`src/rtl/core/assert_macros.svh`:
```
// ----------------------------------------------------------------------------
// Assertion macros
// Shared concurrent assertion wrappers for the level meter RTL.
// ----------------------------------------------------------------------------
`ifndef ASSERT_MACROS_SVH
`define ASSERT_MACROS_SVH

// Property must hold at every clock edge outside reset
`define ASSERT_AT(lbl, clk, rstn, prop, msg) \
  lbl: assert property (@(posedge clk) disable iff (!rstn) (prop)) else $error(msg);

// Condition must never be true outside reset
`define ASSERT_NEVER(lbl, clk, rstn, cond, msg) \
  lbl: assert property (@(posedge clk) disable iff (!rstn) !(cond)) else $error(msg);

`endif

```
`src/rtl/core/spm_pkg.sv`:
```
// ----------------------------------------------------------------------------
// spm_pkg
// Shared constants, register indexes and lane control types of the meter.
// ----------------------------------------------------------------------------
package spm_pkg;

  // Sample and accumulator widths
  localparam int unsigned SAMPLE_BITS    = 16;
  localparam int unsigned PEAK_W         = SAMPLE_BITS;
  localparam int unsigned SQ_W           = 2 * SAMPLE_BITS - 1;
  localparam int unsigned SUM_W          = 43;
  localparam int unsigned MAX_FRAMES_DEF = 4096;

  // Configuration port
  localparam int unsigned REPORT_W   = 32;
  localparam int unsigned CFG_IDX_W  = 2;
  localparam int unsigned CFG_DATA_W = 32;
  localparam logic [CFG_IDX_W-1:0] REG_ENABLE       = CFG_IDX_W'(0);
  localparam logic [CFG_IDX_W-1:0] REG_REPORT_EVERY = CFG_IDX_W'(1);

  // Block summary queue
  localparam int unsigned QUEUE_DEPTH = 2;

  // Square root unit
  localparam int unsigned ROOT_IN_W = SUM_W + (SUM_W % 2);
  localparam int unsigned SQ_STEPS  = ROOT_IN_W / 2;
  localparam int unsigned ROOT_W    = SQ_STEPS;
  localparam int unsigned RREM_W    = ROOT_W + 3;
  localparam int unsigned STEP_W    = $clog2(SUM_W);

  localparam logic [PEAK_W-1:0] FULL_SCALE = PEAK_W'(1) << (SAMPLE_BITS - 1);

  // Back end to lane control
  typedef struct packed {
    logic start;
    logic ack;
  } lane_ctl_t;

  // Lane to back end status
  typedef struct packed {
    logic idle;
    logic done;
  } lane_sts_t;

endpackage

```
`src/rtl/core/stereo_peak_rms_meter.sv`:
```
// ----------------------------------------------------------------------------
// stereo_peak_rms_meter
// Stereo peak and RMS level meter over blocks of Q1.15 frames.
//
//   channel   direction  handshake                 payload
//   cfg       in         cfg_we_i                  cfg_idx_i, cfg_wdata_i
//   in        in         in_valid_i / in_stall_o   left/right_sample_i, last_frame_i
//   out       out        out_valid_o / out_stall_i peak/rms_left_o, peak/rms_right_o
//
// The front end takes one frame per cycle while in_stall_o is low; a frame is
// squared into the frame stage register, then added into the block sums.
// Each block result passes through the bit-serial divider and the
// two-bit-per-cycle square root; both channels run in parallel lanes.
// Up to QUEUE_DEPTH summaries wait in between.
// Reset clears the control state, counters and sums at once; no clearing pass.
// A held result stalls the lanes, then the queue, and finally the last frame
// of a measured block stalls the input.
// ----------------------------------------------------------------------------
module stereo_peak_rms_meter #(
  parameter int unsigned MAX_FRAMES = spm_pkg::MAX_FRAMES_DEF
) (
  input  logic                                   clk_i,
  input  logic                                   rst_ni,
  input  logic                                   cfg_we_i,
  input  logic [spm_pkg::CFG_IDX_W-1:0]          cfg_idx_i,
  input  logic [spm_pkg::CFG_DATA_W-1:0]         cfg_wdata_i,
  input  logic                                   in_valid_i,
  output logic                                   in_stall_o,
  input  logic signed [spm_pkg::SAMPLE_BITS-1:0] left_sample_i,
  input  logic signed [spm_pkg::SAMPLE_BITS-1:0] right_sample_i,
  input  logic                                   last_frame_i,
  output logic                                   out_valid_o,
  input  logic                                   out_stall_i,
  output logic [spm_pkg::PEAK_W-1:0]             peak_left_o,
  output logic [spm_pkg::PEAK_W-1:0]             rms_left_o,
  output logic [spm_pkg::PEAK_W-1:0]             peak_right_o,
  output logic [spm_pkg::PEAK_W-1:0]             rms_right_o
);

  localparam int unsigned CNT_W   = $clog2(MAX_FRAMES + 1);
  localparam int unsigned ENTRY_W = 2 * spm_pkg::PEAK_W + 2 * spm_pkg::SUM_W + CNT_W;

  logic               push_valid, push_ready, pop_valid, pop_ready;
  logic [ENTRY_W-1:0] push_data, pop_data;

  spm_front #(
    .MAX_FRAMES (MAX_FRAMES)
  ) u_front (
    .clk_i          (clk_i),
    .rst_ni         (rst_ni),
    .cfg_we_i       (cfg_we_i),
    .cfg_idx_i      (cfg_idx_i),
    .cfg_wdata_i    (cfg_wdata_i),
    .in_valid_i     (in_valid_i),
    .in_stall_o     (in_stall_o),
    .left_sample_i  (left_sample_i),
    .right_sample_i (right_sample_i),
    .last_frame_i   (last_frame_i),
    .push_valid_o   (push_valid),
    .push_ready_i   (push_ready),
    .push_data_o    (push_data)
  );

  spm_queue #(
    .W     (ENTRY_W),
    .DEPTH (spm_pkg::QUEUE_DEPTH)
  ) u_queue (
    .clk_i        (clk_i),
    .rst_ni       (rst_ni),
    .push_valid_i (push_valid),
    .push_ready_o (push_ready),
    .push_data_i  (push_data),
    .pop_valid_o  (pop_valid),
    .pop_ready_i  (pop_ready),
    .pop_data_o   (pop_data)
  );

  spm_back #(
    .CNT_W (CNT_W)
  ) u_back (
    .clk_i        (clk_i),
    .rst_ni       (rst_ni),
    .pop_valid_i  (pop_valid),
    .pop_ready_o  (pop_ready),
    .pop_data_i   (pop_data),
    .out_valid_o  (out_valid_o),
    .out_stall_i  (out_stall_i),
    .peak_left_o  (peak_left_o),
    .rms_left_o   (rms_left_o),
    .peak_right_o (peak_right_o),
    .rms_right_o  (rms_right_o)
  );

endmodule

```
`src/rtl/core/spm_front.sv`:
```
// ----------------------------------------------------------------------------
// spm_front
// Config registers, block phase, per-frame squaring and block accumulation.
// Pushes one block summary to the queue on the last frame of a measured block.
// ----------------------------------------------------------------------------
`include "assert_macros.svh"

module spm_front #(
  parameter int unsigned MAX_FRAMES = spm_pkg::MAX_FRAMES_DEF,
  localparam int unsigned CNT_W     = $clog2(MAX_FRAMES + 1),
  localparam int unsigned ENTRY_W   = 2 * spm_pkg::PEAK_W + 2 * spm_pkg::SUM_W + CNT_W
) (
  input  logic                              clk_i,
  input  logic                              rst_ni,
  input  logic                              cfg_we_i,
  input  logic [spm_pkg::CFG_IDX_W-1:0]     cfg_idx_i,
  input  logic [spm_pkg::CFG_DATA_W-1:0]    cfg_wdata_i,
  input  logic                              in_valid_i,
  output logic                              in_stall_o,
  input  logic signed [spm_pkg::SAMPLE_BITS-1:0] left_sample_i,
  input  logic signed [spm_pkg::SAMPLE_BITS-1:0] right_sample_i,
  input  logic                              last_frame_i,
  output logic                              push_valid_o,
  input  logic                              push_ready_i,
  output logic [ENTRY_W-1:0]                push_data_o
);

  localparam int unsigned SB  = spm_pkg::SAMPLE_BITS;
  localparam int unsigned PW  = spm_pkg::PEAK_W;
  localparam int unsigned SW  = spm_pkg::SUM_W;
  localparam int unsigned RW  = spm_pkg::REPORT_W;

  // Two's complement magnitude; the most negative code maps to full scale
  function automatic logic [PW-1:0] mag_of(input logic [SB-1:0] s);
    mag_of = s[SB-1] ? PW'(~s + 1'b1) : PW'(s);
  endfunction

  logic          enable_q, enable_d;
  logic [RW-1:0] report_q, report_d;
  logic [RW-1:0] phase_q, phase_d;

  logic          st_valid_q, st_valid_d;
  logic          st_last_q;
  logic [PW-1:0] st_mag_l_q, st_mag_r_q;
  logic [spm_pkg::SQ_W-1:0] st_sq_l_q, st_sq_r_q;

  logic [SW-1:0]    sum_l_q, sum_l_d, sum_r_q, sum_r_d;
  logic [PW-1:0]    peak_l_q, peak_l_d, peak_r_q, peak_r_d;
  logic [CNT_W-1:0] cnt_q, cnt_d;

  logic [PW-1:0]    mag_l, mag_r;
  logic [2*PW-1:0]  prod_l, prod_r;
  logic             accept, measure, drain, wr_enable, wr_report;
  logic [RW:0]      phase_inc;
  logic [SW:0]      add_l, add_r;
  logic [SW-1:0]    sum_l_nx, sum_r_nx;
  logic [PW-1:0]    peak_l_nx, peak_r_nx;
  logic [CNT_W-1:0] cnt_nx;

  // Handshake and block classification
  assign drain        = st_valid_q && (!st_last_q || push_ready_i);
  assign in_stall_o   = st_valid_q && !drain;
  assign accept       = in_valid_i && !in_stall_o;
  assign measure      = enable_q && (phase_q == '0);
  assign push_valid_o = st_valid_q && st_last_q;

  assign wr_enable = cfg_we_i && (cfg_idx_i == spm_pkg::REG_ENABLE);
  assign wr_report = cfg_we_i && (cfg_idx_i == spm_pkg::REG_REPORT_EVERY) &&
                     (cfg_wdata_i[RW-1:0] != '0);

  // Squaring of the incoming frame
  always_comb begin
    mag_l  = mag_of(left_sample_i);
    mag_r  = mag_of(right_sample_i);
    prod_l = mag_l * mag_l;
    prod_r = mag_r * mag_r;
  end

  // Accumulator update with saturation
  always_comb begin
    add_l     = {1'b0, sum_l_q} + (SW+1)'(st_sq_l_q);
    add_r     = {1'b0, sum_r_q} + (SW+1)'(st_sq_r_q);
    sum_l_nx  = add_l[SW] ? '1 : add_l[SW-1:0];
    sum_r_nx  = add_r[SW] ? '1 : add_r[SW-1:0];
    peak_l_nx = (st_mag_l_q > peak_l_q) ? st_mag_l_q : peak_l_q;
    peak_r_nx = (st_mag_r_q > peak_r_q) ? st_mag_r_q : peak_r_q;
    cnt_nx    = (cnt_q < CNT_W'(MAX_FRAMES)) ? cnt_q + 1'b1 : cnt_q;
  end

  assign push_data_o = {peak_l_nx, peak_r_nx, sum_l_nx, sum_r_nx, cnt_nx};

  // Next state
  always_comb begin
    enable_d   = enable_q;
    report_d   = report_q;
    phase_d    = phase_q;
    st_valid_d = st_valid_q;
    sum_l_d    = sum_l_q;
    sum_r_d    = sum_r_q;
    peak_l_d   = peak_l_q;
    peak_r_d   = peak_r_q;
    cnt_d      = cnt_q;
    phase_inc  = {1'b0, phase_q} + (RW+1)'(1);

    if (wr_enable) begin
      enable_d = cfg_wdata_i[0];
    end

    if (wr_report) begin
      report_d = cfg_wdata_i[RW-1:0];
      phase_d  = '0;
    end else if (accept && enable_q && last_frame_i) begin
      phase_d = (phase_inc >= {1'b0, report_q}) ? '0 : phase_inc[RW-1:0];
    end

    if (accept && measure) begin
      st_valid_d = 1'b1;
    end else if (drain) begin
      st_valid_d = 1'b0;
    end

    if (wr_report || (drain && st_last_q)) begin
      sum_l_d  = '0;
      sum_r_d  = '0;
      peak_l_d = '0;
      peak_r_d = '0;
      cnt_d    = '0;
    end else if (drain) begin
      sum_l_d  = sum_l_nx;
      sum_r_d  = sum_r_nx;
      peak_l_d = peak_l_nx;
      peak_r_d = peak_r_nx;
      cnt_d    = cnt_nx;
    end
  end

  // Control and accumulator state
  always_ff @(posedge clk_i or negedge rst_ni) begin
    if (!rst_ni) begin
      enable_q   <= 1'b0;
      report_q   <= RW'(1);
      phase_q    <= '0;
      st_valid_q <= 1'b0;
      sum_l_q    <= '0;
      sum_r_q    <= '0;
      peak_l_q   <= '0;
      peak_r_q   <= '0;
      cnt_q      <= '0;
    end else begin
      enable_q   <= enable_d;
      report_q   <= report_d;
      phase_q    <= phase_d;
      st_valid_q <= st_valid_d;
      sum_l_q    <= sum_l_d;
      sum_r_q    <= sum_r_d;
      peak_l_q   <= peak_l_d;
      peak_r_q   <= peak_r_d;
      cnt_q      <= cnt_d;
    end
  end

  // Frame stage payload
  always_ff @(posedge clk_i) begin
    if (accept && measure) begin
      st_last_q  <= last_frame_i;
      st_mag_l_q <= mag_l;
      st_mag_r_q <= mag_r;
      st_sq_l_q  <= prod_l[spm_pkg::SQ_W-1:0];
      st_sq_r_q  <= prod_r[spm_pkg::SQ_W-1:0];
    end
  end

  `ASSERT_NEVER(a_phase_range, clk_i, rst_ni, phase_q >= report_q,
                "block phase not below report_every")
  `ASSERT_AT(a_last_pushes, clk_i, rst_ni,
             accept && measure && last_frame_i |=> push_valid_o,
             "measured block end did not reach the queue")

endmodule

```
`src/rtl/core/spm_queue.sv`:
```
// ----------------------------------------------------------------------------
// spm_queue
// Small FIFO of block summaries between the front and back ends.
// ----------------------------------------------------------------------------
module spm_queue #(
  parameter int unsigned W     = 8,
  parameter int unsigned DEPTH = spm_pkg::QUEUE_DEPTH
) (
  input  logic         clk_i,
  input  logic         rst_ni,
  input  logic         push_valid_i,
  output logic         push_ready_o,
  input  logic [W-1:0] push_data_i,
  output logic         pop_valid_o,
  input  logic         pop_ready_i,
  output logic [W-1:0] pop_data_o
);

  localparam int unsigned PTR_W = (DEPTH > 1) ? $clog2(DEPTH) : 1;
  localparam int unsigned CNT_W = $clog2(DEPTH + 1);

  logic [W-1:0]     mem_q [DEPTH];
  logic [PTR_W-1:0] wr_ptr_q, wr_ptr_d, rd_ptr_q, rd_ptr_d;
  logic [CNT_W-1:0] cnt_q, cnt_d;
  logic             push, pop;

  assign push_ready_o = (cnt_q < CNT_W'(DEPTH));
  assign pop_valid_o  = (cnt_q != '0);
  assign push         = push_valid_i && push_ready_o;
  assign pop          = pop_valid_o && pop_ready_i;
  assign pop_data_o   = mem_q[rd_ptr_q];

  // Pointer and occupancy update
  always_comb begin
    wr_ptr_d = wr_ptr_q;
    rd_ptr_d = rd_ptr_q;
    cnt_d    = cnt_q;
    if (push) begin
      wr_ptr_d = (wr_ptr_q == PTR_W'(DEPTH - 1)) ? '0 : wr_ptr_q + 1'b1;
    end
    if (pop) begin
      rd_ptr_d = (rd_ptr_q == PTR_W'(DEPTH - 1)) ? '0 : rd_ptr_q + 1'b1;
    end
    if (push && !pop) begin
      cnt_d = cnt_q + 1'b1;
    end else if (pop && !push) begin
      cnt_d = cnt_q - 1'b1;
    end
  end

  always_ff @(posedge clk_i or negedge rst_ni) begin
    if (!rst_ni) begin
      wr_ptr_q <= '0;
      rd_ptr_q <= '0;
      cnt_q    <= '0;
    end else begin
      wr_ptr_q <= wr_ptr_d;
      rd_ptr_q <= rd_ptr_d;
      cnt_q    <= cnt_d;
    end
  end

  // Entry storage
  always_ff @(posedge clk_i) begin
    if (push) begin
      mem_q[wr_ptr_q] <= push_data_i;
    end
  end

endmodule

```
`src/rtl/core/spm_rms_unit.sv`:
```
// ----------------------------------------------------------------------------
// spm_rms_unit
// One channel lane: restoring divide of the square sum by the frame count,
// one quotient bit a cycle, then a digit-by-digit square root, two radicand
// bits a cycle, clamped to full scale.
// ----------------------------------------------------------------------------
`include "assert_macros.svh"

module spm_rms_unit #(
  parameter int unsigned CNT_W = $clog2(spm_pkg::MAX_FRAMES_DEF + 1)
) (
  input  logic                       clk_i,
  input  logic                       rst_ni,
  input  spm_pkg::lane_ctl_t         ctl_i,
  output spm_pkg::lane_sts_t         sts_o,
  input  logic [spm_pkg::SUM_W-1:0]  sum_i,
  input  logic [CNT_W-1:0]           cnt_i,
  output logic [spm_pkg::PEAK_W-1:0] rms_o
);

  localparam int unsigned SW  = spm_pkg::SUM_W;
  localparam int unsigned RIW = spm_pkg::ROOT_IN_W;
  localparam int unsigned RTW = spm_pkg::ROOT_W;
  localparam int unsigned RRW = spm_pkg::RREM_W;
  localparam int unsigned STW = spm_pkg::STEP_W;

  typedef enum logic [1:0] {
    ST_IDLE,
    ST_DIV,
    ST_SQRT,
    ST_DONE
  } state_e;

  state_e                    state_q;
  logic [STW-1:0]            step_q;
  logic [SW-1:0]             quo_q;
  logic [CNT_W-1:0]          div_q, drem_q;
  logic [RIW-1:0]            rad_q;
  logic [RTW-1:0]            root_q;
  logic [RRW-1:0]            rrem_q;
  logic [spm_pkg::PEAK_W-1:0] rms_q;

  logic [CNT_W:0]   drem_sh, ddiff;
  logic             dge, rge;
  logic [CNT_W-1:0] drem_nx;
  logic [SW-1:0]    quo_nx;
  logic [RRW-1:0]   rrem_sh, trial, rrem_nx;
  logic [RTW-1:0]   root_nx;
  logic [spm_pkg::PEAK_W-1:0] rms_nx;

  // Divider step
  always_comb begin
    drem_sh = {drem_q, quo_q[SW-1]};
    ddiff   = drem_sh - {1'b0, div_q};
    dge     = (drem_sh >= {1'b0, div_q});
    drem_nx = dge ? ddiff[CNT_W-1:0] : drem_sh[CNT_W-1:0];
    quo_nx  = {quo_q[SW-2:0], dge};
  end

  // Square root step and clamp
  always_comb begin
    rrem_sh = {rrem_q[RRW-3:0], rad_q[RIW-1 -: 2]};
    trial   = RRW'({root_q, 2'b01});
    rge     = (rrem_sh >= trial);
    rrem_nx = rge ? rrem_sh - trial : rrem_sh;
    root_nx = {root_q[RTW-2:0], rge};
    rms_nx  = (root_nx > RTW'(spm_pkg::FULL_SCALE)) ? spm_pkg::FULL_SCALE
                                                   : root_nx[spm_pkg::PEAK_W-1:0];
  end

  assign sts_o.idle = (state_q == ST_IDLE);
  assign sts_o.done = (state_q == ST_DONE);
  assign rms_o      = rms_q;

  // Sequencer
  always_ff @(posedge clk_i or negedge rst_ni) begin
    if (!rst_ni) begin
      state_q <= ST_IDLE;
      step_q  <= '0;
      quo_q   <= '0;
      div_q   <= '0;
      drem_q  <= '0;
      rad_q   <= '0;
      root_q  <= '0;
      rrem_q  <= '0;
      rms_q   <= '0;
    end else begin
      case (state_q)
        ST_IDLE: begin
          if (ctl_i.start) begin
            quo_q   <= sum_i;
            div_q   <= cnt_i;
            drem_q  <= '0;
            step_q  <= STW'(SW - 1);
            state_q <= ST_DIV;
          end
        end
        ST_DIV: begin
          quo_q  <= quo_nx;
          drem_q <= drem_nx;
          if (step_q == '0) begin
            rad_q   <= RIW'(quo_nx);
            root_q  <= '0;
            rrem_q  <= '0;
            step_q  <= STW'(spm_pkg::SQ_STEPS - 1);
            state_q <= ST_SQRT;
          end else begin
            step_q <= step_q - 1'b1;
          end
        end
        ST_SQRT: begin
          rad_q  <= rad_q << 2;
          root_q <= root_nx;
          rrem_q <= rrem_nx;
          if (step_q == '0) begin
            rms_q   <= rms_nx;
            state_q <= ST_DONE;
          end else begin
            step_q <= step_q - 1'b1;
          end
        end
        ST_DONE: begin
          if (ctl_i.ack) begin
            state_q <= ST_IDLE;
          end
        end
        default: begin
          state_q <= ST_IDLE;
        end
      endcase
    end
  end

  `ASSERT_AT(a_start_idle, clk_i, rst_ni, ctl_i.start |-> state_q == ST_IDLE,
             "lane started while busy")
  `ASSERT_AT(a_ack_done, clk_i, rst_ni, ctl_i.ack |-> state_q == ST_DONE,
             "lane acknowledged without a result")

endmodule

```
`src/rtl/core/spm_back.sv`:
```
// ----------------------------------------------------------------------------
// spm_back
// Takes block summaries from the queue, runs both channel lanes in parallel
// and holds the finished result in the output register.
// ----------------------------------------------------------------------------
`include "assert_macros.svh"

module spm_back #(
  parameter int unsigned CNT_W    = $clog2(spm_pkg::MAX_FRAMES_DEF + 1),
  localparam int unsigned ENTRY_W = 2 * spm_pkg::PEAK_W + 2 * spm_pkg::SUM_W + CNT_W
) (
  input  logic                       clk_i,
  input  logic                       rst_ni,
  input  logic                       pop_valid_i,
  output logic                       pop_ready_o,
  input  logic [ENTRY_W-1:0]         pop_data_i,
  output logic                       out_valid_o,
  input  logic                       out_stall_i,
  output logic [spm_pkg::PEAK_W-1:0] peak_left_o,
  output logic [spm_pkg::PEAK_W-1:0] rms_left_o,
  output logic [spm_pkg::PEAK_W-1:0] peak_right_o,
  output logic [spm_pkg::PEAK_W-1:0] rms_right_o
);

  localparam int unsigned PW       = spm_pkg::PEAK_W;
  localparam int unsigned SW       = spm_pkg::SUM_W;
  localparam int unsigned SUMR_LSB = CNT_W;
  localparam int unsigned SUML_LSB = CNT_W + SW;
  localparam int unsigned PKR_LSB  = CNT_W + 2 * SW;
  localparam int unsigned PKL_LSB  = PKR_LSB + PW;

  spm_pkg::lane_ctl_t lane_ctl;
  spm_pkg::lane_sts_t sts_l, sts_r;
  logic [PW-1:0]      rms_l, rms_r;
  logic [PW-1:0]      pk_l_q, pk_r_q;
  logic               out_valid_q, out_valid_d;
  logic [PW-1:0]      peak_left_q, rms_left_q, peak_right_q, rms_right_q;
  logic               lanes_idle, both_done, out_free;

  // Lane control
  assign lanes_idle     = sts_l.idle && sts_r.idle;
  assign both_done      = sts_l.done && sts_r.done;
  assign out_free       = !out_valid_q || !out_stall_i;
  assign pop_ready_o    = lanes_idle;
  assign lane_ctl.start = pop_valid_i && lanes_idle;
  assign lane_ctl.ack   = both_done && out_free;

  spm_rms_unit #(
    .CNT_W (CNT_W)
  ) u_lane_l (
    .clk_i  (clk_i),
    .rst_ni (rst_ni),
    .ctl_i  (lane_ctl),
    .sts_o  (sts_l),
    .sum_i  (pop_data_i[SUML_LSB +: SW]),
    .cnt_i  (pop_data_i[CNT_W-1:0]),
    .rms_o  (rms_l)
  );

  spm_rms_unit #(
    .CNT_W (CNT_W)
  ) u_lane_r (
    .clk_i  (clk_i),
    .rst_ni (rst_ni),
    .ctl_i  (lane_ctl),
    .sts_o  (sts_r),
    .sum_i  (pop_data_i[SUMR_LSB +: SW]),
    .cnt_i  (pop_data_i[CNT_W-1:0]),
    .rms_o  (rms_r)
  );

  // Output valid
  always_comb begin
    out_valid_d = out_valid_q;
    if (lane_ctl.ack) begin
      out_valid_d = 1'b1;
    end else if (!out_stall_i) begin
      out_valid_d = 1'b0;
    end
  end

  always_ff @(posedge clk_i or negedge rst_ni) begin
    if (!rst_ni) begin
      out_valid_q <= 1'b0;
    end else begin
      out_valid_q <= out_valid_d;
    end
  end

  // Peaks ride alongside the lanes; result register loads on completion
  always_ff @(posedge clk_i) begin
    if (lane_ctl.start) begin
      pk_l_q <= pop_data_i[PKL_LSB +: PW];
      pk_r_q <= pop_data_i[PKR_LSB +: PW];
    end
    if (lane_ctl.ack) begin
      peak_left_q  <= pk_l_q;
      rms_left_q   <= rms_l;
      peak_right_q <= pk_r_q;
      rms_right_q  <= rms_r;
    end
  end

  assign out_valid_o  = out_valid_q;
  assign peak_left_o  = peak_left_q;
  assign rms_left_o   = rms_left_q;
  assign peak_right_o = peak_right_q;
  assign rms_right_o  = rms_right_q;

  `ASSERT_NEVER(a_lanes_lockstep, clk_i, rst_ni, sts_l.done != sts_r.done,
                "channel lanes out of step")
  `ASSERT_AT(a_ack_shows, clk_i, rst_ni, lane_ctl.ack |=> out_valid_o,
             "finished result not presented")

endmodule
```
`config.mk`:
```
export PLATFORM = sky130hd
export DESIGN_NAME = stereo_peak_rms_meter
export DESIGN_NICKNAME = d
export VERILOG_FILES = /design/src/rtl/core/spm_pkg.sv /design/src/rtl/core/stereo_peak_rms_meter.sv /design/src/rtl/core/spm_front.sv /design/src/rtl/core/spm_queue.sv /design/src/rtl/core/spm_rms_unit.sv /design/src/rtl/core/spm_back.sv
export VERILOG_INCLUDE_DIRS = /design/src /design/src/rtl/core
export SDC_FILE = /design/constraint.sdc
export NUM_CORES = 2
export LEC_CHECK = 0
export BUFFER_PORTS_ARGS = -buffer_cell sky130_fd_sc_hd__buf_2
export CAP_MARGIN = 20
export CELL_PAD_IN_SITES_DETAIL_PLACEMENT = 0
export CELL_PAD_IN_SITES_GLOBAL_PLACEMENT = 1
export CORE_MARGIN = 4
export CORE_UTILIZATION = 25
export DETAILED_ROUTE_END_ITERATION = 10
export GPL_TIMING_DRIVEN = 0
export PLACE_DENSITY = 0.53
export SLEW_MARGIN = 15
export SYNTH_ARGS = -nofsm -noshare
export SYNTH_HDL_FRONTEND = slang
export SYNTH_SLANG_ARGS = --single-unit
```
`constraint.sdc`:
```
create_clock -name clk_i -period 11.25 [get_ports clk_i]
set_input_delay 2.25 -clock clk_i [delete_from_list [all_inputs] [get_ports clk_i]]
set_output_delay 2.25 -clock clk_i [all_outputs]
set_load 0.01 [all_outputs]
```
# Yosys cells after proc, flatten, opt, wreduce, memory -nomap -nowiden
# Memories as Yosys holds them, arrays and structs flattened.
# Index checks and enable logic that the tools add are counted.
[totals]
memories = 1
reg_bits = 757
in_bits = 72
out_inout_bits = 66
ram_bits = 262
[op_classes]
order_cmp = 11
n_mux = 70
multipliers = 2
reduce_logical = 59
n_eq_ne = 18
bitwise_logic = 2
add_sub_neg = 16
[memory_table]
columns = ["memory", "words", "word_bits", "rd", "rd_ports_with_merged_regs", "wr", "line", "rtl"]
rows = [
  ["u_queue.mem_q", 2, 131, 1, 0, 1, "spm_queue.sv:22", "logic [W-1:0] mem_q [DEPTH];"],
]
[op_table]
columns = ["op", "n"]
rows = [
  ["$mux W43", 8],
  ["$pmux W44 S2", 2],
  ["$pmux W43 S2", 2],
  ["$mux W16", 10],
  ["$mux W32", 3],
  ["$mux W23", 4],
  ["$pmux W23 S2", 2],
  ["$add A43 B31 Y44", 2],
  ["$mux W44", 2],
  ["$pmux W22 S2", 2],
  ["$mux W13", 6],
  ["$mul A16 B16 Y31", 2],
  ["$pmux W13 S2", 2],
  ["$ge A25 B24 Y1", 2],
  ["$sub A23 B23 Y23", 2],
  ["$gt A22 B16 Y1 const B", 2],
  ["$mux W22", 2],
  ["$pmux W6 S3", 2],
  ["$add A32 B1 Y33 const B", 1],
  ["$ge A33 B32 Y1", 1],
  ["$add A16 B1 Y16 const B", 2],
  ["$gt A16 B16 Y1", 2],
  ["$logic_not A32 Y1", 1],
  ["$not A16 Y16", 2],
  ["other kinds (28)", 112],
]

# Logic depth before layout (Yosys ltp)
[depth]
depth_word = 11
ltp_mapped = 32
mapped_depth_nobuf = 30

# Hierarchy
# Synthesis repeated with hierarchy kept, for this count alone.
[unflattened]
cells_unflattened = 6017
hier_area_um2 = 64445.6
[by_module_without_submodules]
columns = ["mod", "instances", "area_per_inst_um2", "cells_per_inst"]
rows = [
  ["spm_front", 1, 31899.3, 3445],
  ["spm_rms_unit", 2, 9814.4, 1022],
  ["spm_queue", 1, 9977.1, 425],
  ["spm_back", 1, 2940.3, 103],
]

# Worst setup path before layout
# No wires, ideal clock.
[synth_path]
path_type = "flip-flop to flip-flop"
from = "register u_queue.cnt_q[1]"
to = "memory u_queue.mem_q[0][0] (netlist bit), enable pin"
required_time_ps = 10467
path_slack_ps = 1170
path_buffers = 0
arrival_ps = 9298
stages_incl_launch_ff = 2
cell_sequence = "dfrtp_1 -> nor3_1"
[synth_between]
elab_chain_len = 4
[synth_lines]
columns = ["item", "line", "rtl"]
rows = [
  ["start, declared", "spm_queue.sv:24", "logic [CNT_W-1:0] cnt_q, cnt_d;"],
  ["start signal, assigned", "spm_queue.sv:59", "cnt_q <= cnt_d;"],
  ["$lt A2 B2 Y1", "spm_queue.sv:27", "assign push_ready_o = (cnt_q < CNT_W'(DEPTH));"],
  ["$logic_and A1 B1 Y1", "spm_queue.sv:29", "assign push = push_valid_i && push_ready_o;"],
  ["$mux W1", "spm_queue.sv:65", "if (push) begin"],
  ["$mux W1 (not written as such)", "spm_queue.sv:66", "mem_q[wr_ptr_q] <= push_data_i;"],
  ["end, declared", "spm_queue.sv:22", ""],
]
# Every way passes these cells.

# Worst setup path in the final report
[layout_path]
from = "input port right_sample_i[0] (netlist bit)"
to = "register u_front.st_sq_r_q[29] (netlist bit) (data pin)"
[layout_between]
elab_chain_len = 4
[layout_lines]
columns = ["item", "line", "rtl"]
rows = [
  ["start, declared", "stereo_peak_rms_meter.sv:30", "input logic signed [spm_pkg::SAMPLE_BITS-1:0] right_sample_i,"],
  ["$not A16 Y16", "spm_front.sv:35", "mag_of = s[SB-1] ? PW'(~s + 1'b1) : PW'(s);"],
  ["$add A16 B1 Y16", "spm_front.sv:35", ""],
  ["$mux W16", "spm_front.sv:35", ""],
  ["named net u_front.mag_r[11]", "spm_front.sv:51", "logic [PW-1:0] mag_l, mag_r;"],
  ["$mul A16 B16 Y31", "spm_front.sv:76", "prod_r = mag_r * mag_r;"],
  ["named net u_front.prod_r[29]", "spm_front.sv:52", "logic [2*PW-1:0] prod_l, prod_r;"],
  ["end signal, assigned", "spm_front.sv:169", "st_sq_r_q <= prod_r[spm_pkg::SQ_W-1:0];"],
  ["end, declared", "spm_front.sv:45", "logic [spm_pkg::SQ_W-1:0] st_sq_l_q, st_sq_r_q;"],
]
# The timed path passes the listed nets, and every way through them passes these cells.
# A chain may end at the register's enable or synchronous reset.

==> results.cfg <==
[sta]
fmax_ghz = 0.09388
worstMarginPinSlew_ns = 1.113
relSlewSlack_pct = 25.54
slew_violations = 0
grt_setup_unrepaired = false
fin_worst_skew_ns = 0.04889
final-setup-viol-count = 0
fin_crit_sh_pct = 94.69
hold_viol_final = 0
min_period_ns = 10.65

[final_layout]
layout_commonest_cell = nand2_1
nFillCells = 26690
finish.instance_area_um2 = 73640
drive_gt1_share_pct = 8.492
finalNetCount = 7255
register_area_um2 = 27650
area_delta_synth_final_pct = 15.61
multi_input_area_um2 = 32600
final_cell_mix = nand2_1, inv_1, dfrtp_1

[floorplan]
boundaryPins = 138
dieArea_um2 = 262900
initial_core_util_pct = 25.11
coreArea_um2 = 253700
fp.dieW_um = 512.8
die_h_um = 512.8
rows = 185

[cts]
clk_path_buf_depth = 3
ctsHoldBuffers = 0
cts_max_level = 3
cts_tree = done
clk_pin_slew_ns = 0.06
cts_sinks = 1015
post_cts_buffers = 0
numCtsBuffers = 119
root_buffer = clkbuf_16
clkLatencyLatePin_ns = 0.77

[critical_path]
crit_path_top_delay_cell = xor2_1
crit_end = u_front.st_sq_r_q[29]
worst-path-max-fanout = 10
worstSetupStartpointType = input port
max_stage_delay_ns = 0.80
critPathMostFrequentCell = fa_1
worst_ep_required_time_ns = 11.75
ff2ff_setup_slack_ns = 5.44
cp-end-kind = register
rr_worst_depth = 19
setup.worst_path.start = right_sample_i[0]
arrival_ns = 11.15
reg2reg_from = u_front.phase_q[2]
worstSetupPathType = in -> reg
r2r_end = u_front.phase_q[14]

[drt]
wl_per_cell_um = 17.18
wl_um = 170300
drt_iter0_markers = 2254
drtPass1Iterations = 5
antenna_left = 0
num_vias = 44270
viasPerCell = 4.466
drc = 0

[synthesis]
synth_enable_flop_cells = 449
synth_top_area_share_pct = 22.20
synth.cell_area_um2 = 63690
synth-seq-cells = 1015
postSynth.topFlopCell = dfrtp_1
synthTopCellsByArea = dfrtp_1, edfxtp_1, fa_1
synth_warnings = 0
synth_largest_area_cell = dfrtp_1
ys_seq_area_share_pct = 43.41
syn_avg_cell_area_um2 = 10.41
yosysUniqueCellTypes = 94
netlist_instances = 6119
async_flop_share_pct = 55.76

[placed_design]
place_area_um2 = 69270
hpwl_um = 130200
gp_congestion = 0.8231
portBuffers = 137

[global_routing]
grt-ovfl-total = 0
grt_pass1_vias = 46760
grt_first_pass_wirelength_um = 273100
antenna_found_initial = 5
grtUsageTotal_pct = 12.93
grt_start_max_net_pins = 94

[outcome]
status = completed

[min_path]
hp-class = reg -> reg

[flow_run]
maxCapViolations = 0
==> worst min path at each step <==
stage,start,end,slack (ns),cells after the start
2_1_floorplan,u_back.pk_l_q[0],u_back.peak_left_o[0],0.40,0
4_1_cts,u_back.pk_l_q[10],u_back.peak_left_o[10],0.41,0
5_1_grt,u_back.pk_l_q[10],u_back.peak_left_o[10],0.41,0
3_3_place_gp,u_back.pk_l_q[10],u_back.peak_left_o[10],0.40,0
3_5_place_dp,u_back.pk_l_q[10],u_back.peak_left_o[10],0.40,0
6_report,u_back.pk_r_q[7],u_back.peak_right_o[7],0.40,0
==> final cells by class <==
cell class                      count  share of cell area [%]
Antenna cell                        1                0.003398
Clock buffer                      151                   4.317
Sequential cell                  1015                   37.55
Tap cell                         3366                   5.719
Inverter                          698                   3.575
Clock inverter                     75                   1.528
Multi-Input combinational cell   4178                   44.27
Buffer                            247                   1.334
Timing Repair Buffer              183                   1.709
==> metal layers <==
layer / GRT usage, % / part of all wire (%) / wire [µm]
met1: 17.79 / 48 / 82050
met2: 21.52 / 47 / 79640
met3: 1.749 / 2.9 / 4960
met4: 3.049 / 2.1 / 3650
met5: 0 / 0.024 / 41
==> kinds of logic (layout without fill, tap and decap cells) <==
group / count (synthesis) / count (layout) / synth area share [%]
simple gates: 1487 / 1487 / 10.48
compound gates: 1374 / 1374 / 13.59
flops: 1015 / 1015 / 43.41
buf+inv: 946 / 1354 / 5.644
fa+ha+maj: 741 / 741 / 18.47
mux: 299 / 299 / 4.870
xor+xnor: 255 / 255 / 3.530
other cells: 2 / 23 / 0.01179
==> flip-flops by register name (all words and copies together) (netlist names), 22 cells and up <==
| register | count |
|---|---|
| u_front.sum_r_q | 43 |
| u_front.report_q | 32 |
| u_queue.mem_q | 262 |
| u_back.u_lane_r.rrem_q | 23 |
| u_front.phase_q | 32 |
| u_back.u_lane_r.quo_q | 43 |
| u_back.u_lane_l.rad_q | 44 |
| u_front.sum_l_q | 43 |
| u_back.u_lane_l.quo_q | 43 |
| u_back.u_lane_r.root_q | 22 |
| u_back.u_lane_l.root_q | 22 |
| u_front.st_sq_l_q | 30 |
| u_back.u_lane_l.rrem_q | 23 |
| u_back.u_lane_r.rad_q | 44 |
| u_front.st_sq_r_q | 30 |
==> cell usage after synthesis (all sizes together) (10+ instances only) <==
cell,n
mux2,87
buf,42
and2,22
o21ai,478
a21oi,285
xor2,86
or2,18
nand2,693
nand2b,27
nor2b,56
dfrtp,565
o211ai,16
clkbuf,206
a22o,132
a31o,12
mux2i,212
o21bai,18
a211oi,33
nor2,340
a21boi,32
ha,409
o2bb2ai,10
o22ai,10
a21o,100
xnor2,169
nand3,92
clkinv,13
o31ai,15
edfxtp,449
fa,332
o21a,44
and3,32
nor4,29
inv,685
nand4,46
and4,15
a31oi,72
nor3,63
or3,28
a22oi,38
==> what timing repair did <==
action,in CTS,in global routing
endpoints found under the setup margin,5,9
endpoints found under the hold margin,0,0
resized for setup,2,9
==> metrics by stage <==
stage	std cells	worst slack, ns	hold WS (ns)	util (%)	setup TNS, ns
3_3_place_gp	9642	-5.600	0.4027	27.07	-3876.13
6_report	9914	0.5979	0.3990	29.03	0
5_1_grt	9914	0.01192	0.4107	29.03	0
4_1_cts	9911	0.001289	0.4062	29.00	0
3_5_place_dp	9685	-0.9745	0.4045	27.31	-12.89
2_1_floorplan	6139	1.170	0.4003	-	0
==> worst max-delay path, delay by kind of cell <==
family                     cells  cell delay (ns)
xor gates and xnor gates       1             0.80
AOI/OAI and AO/OA              4             1.46
buffers and inverters          6             1.16
adders and majority gates      7             3.46
and+or+nand+nor               10             2.02
Power is not shown: default switching activity piles up to over one toggle a cycle in this logic, so the estimate is an artifact.
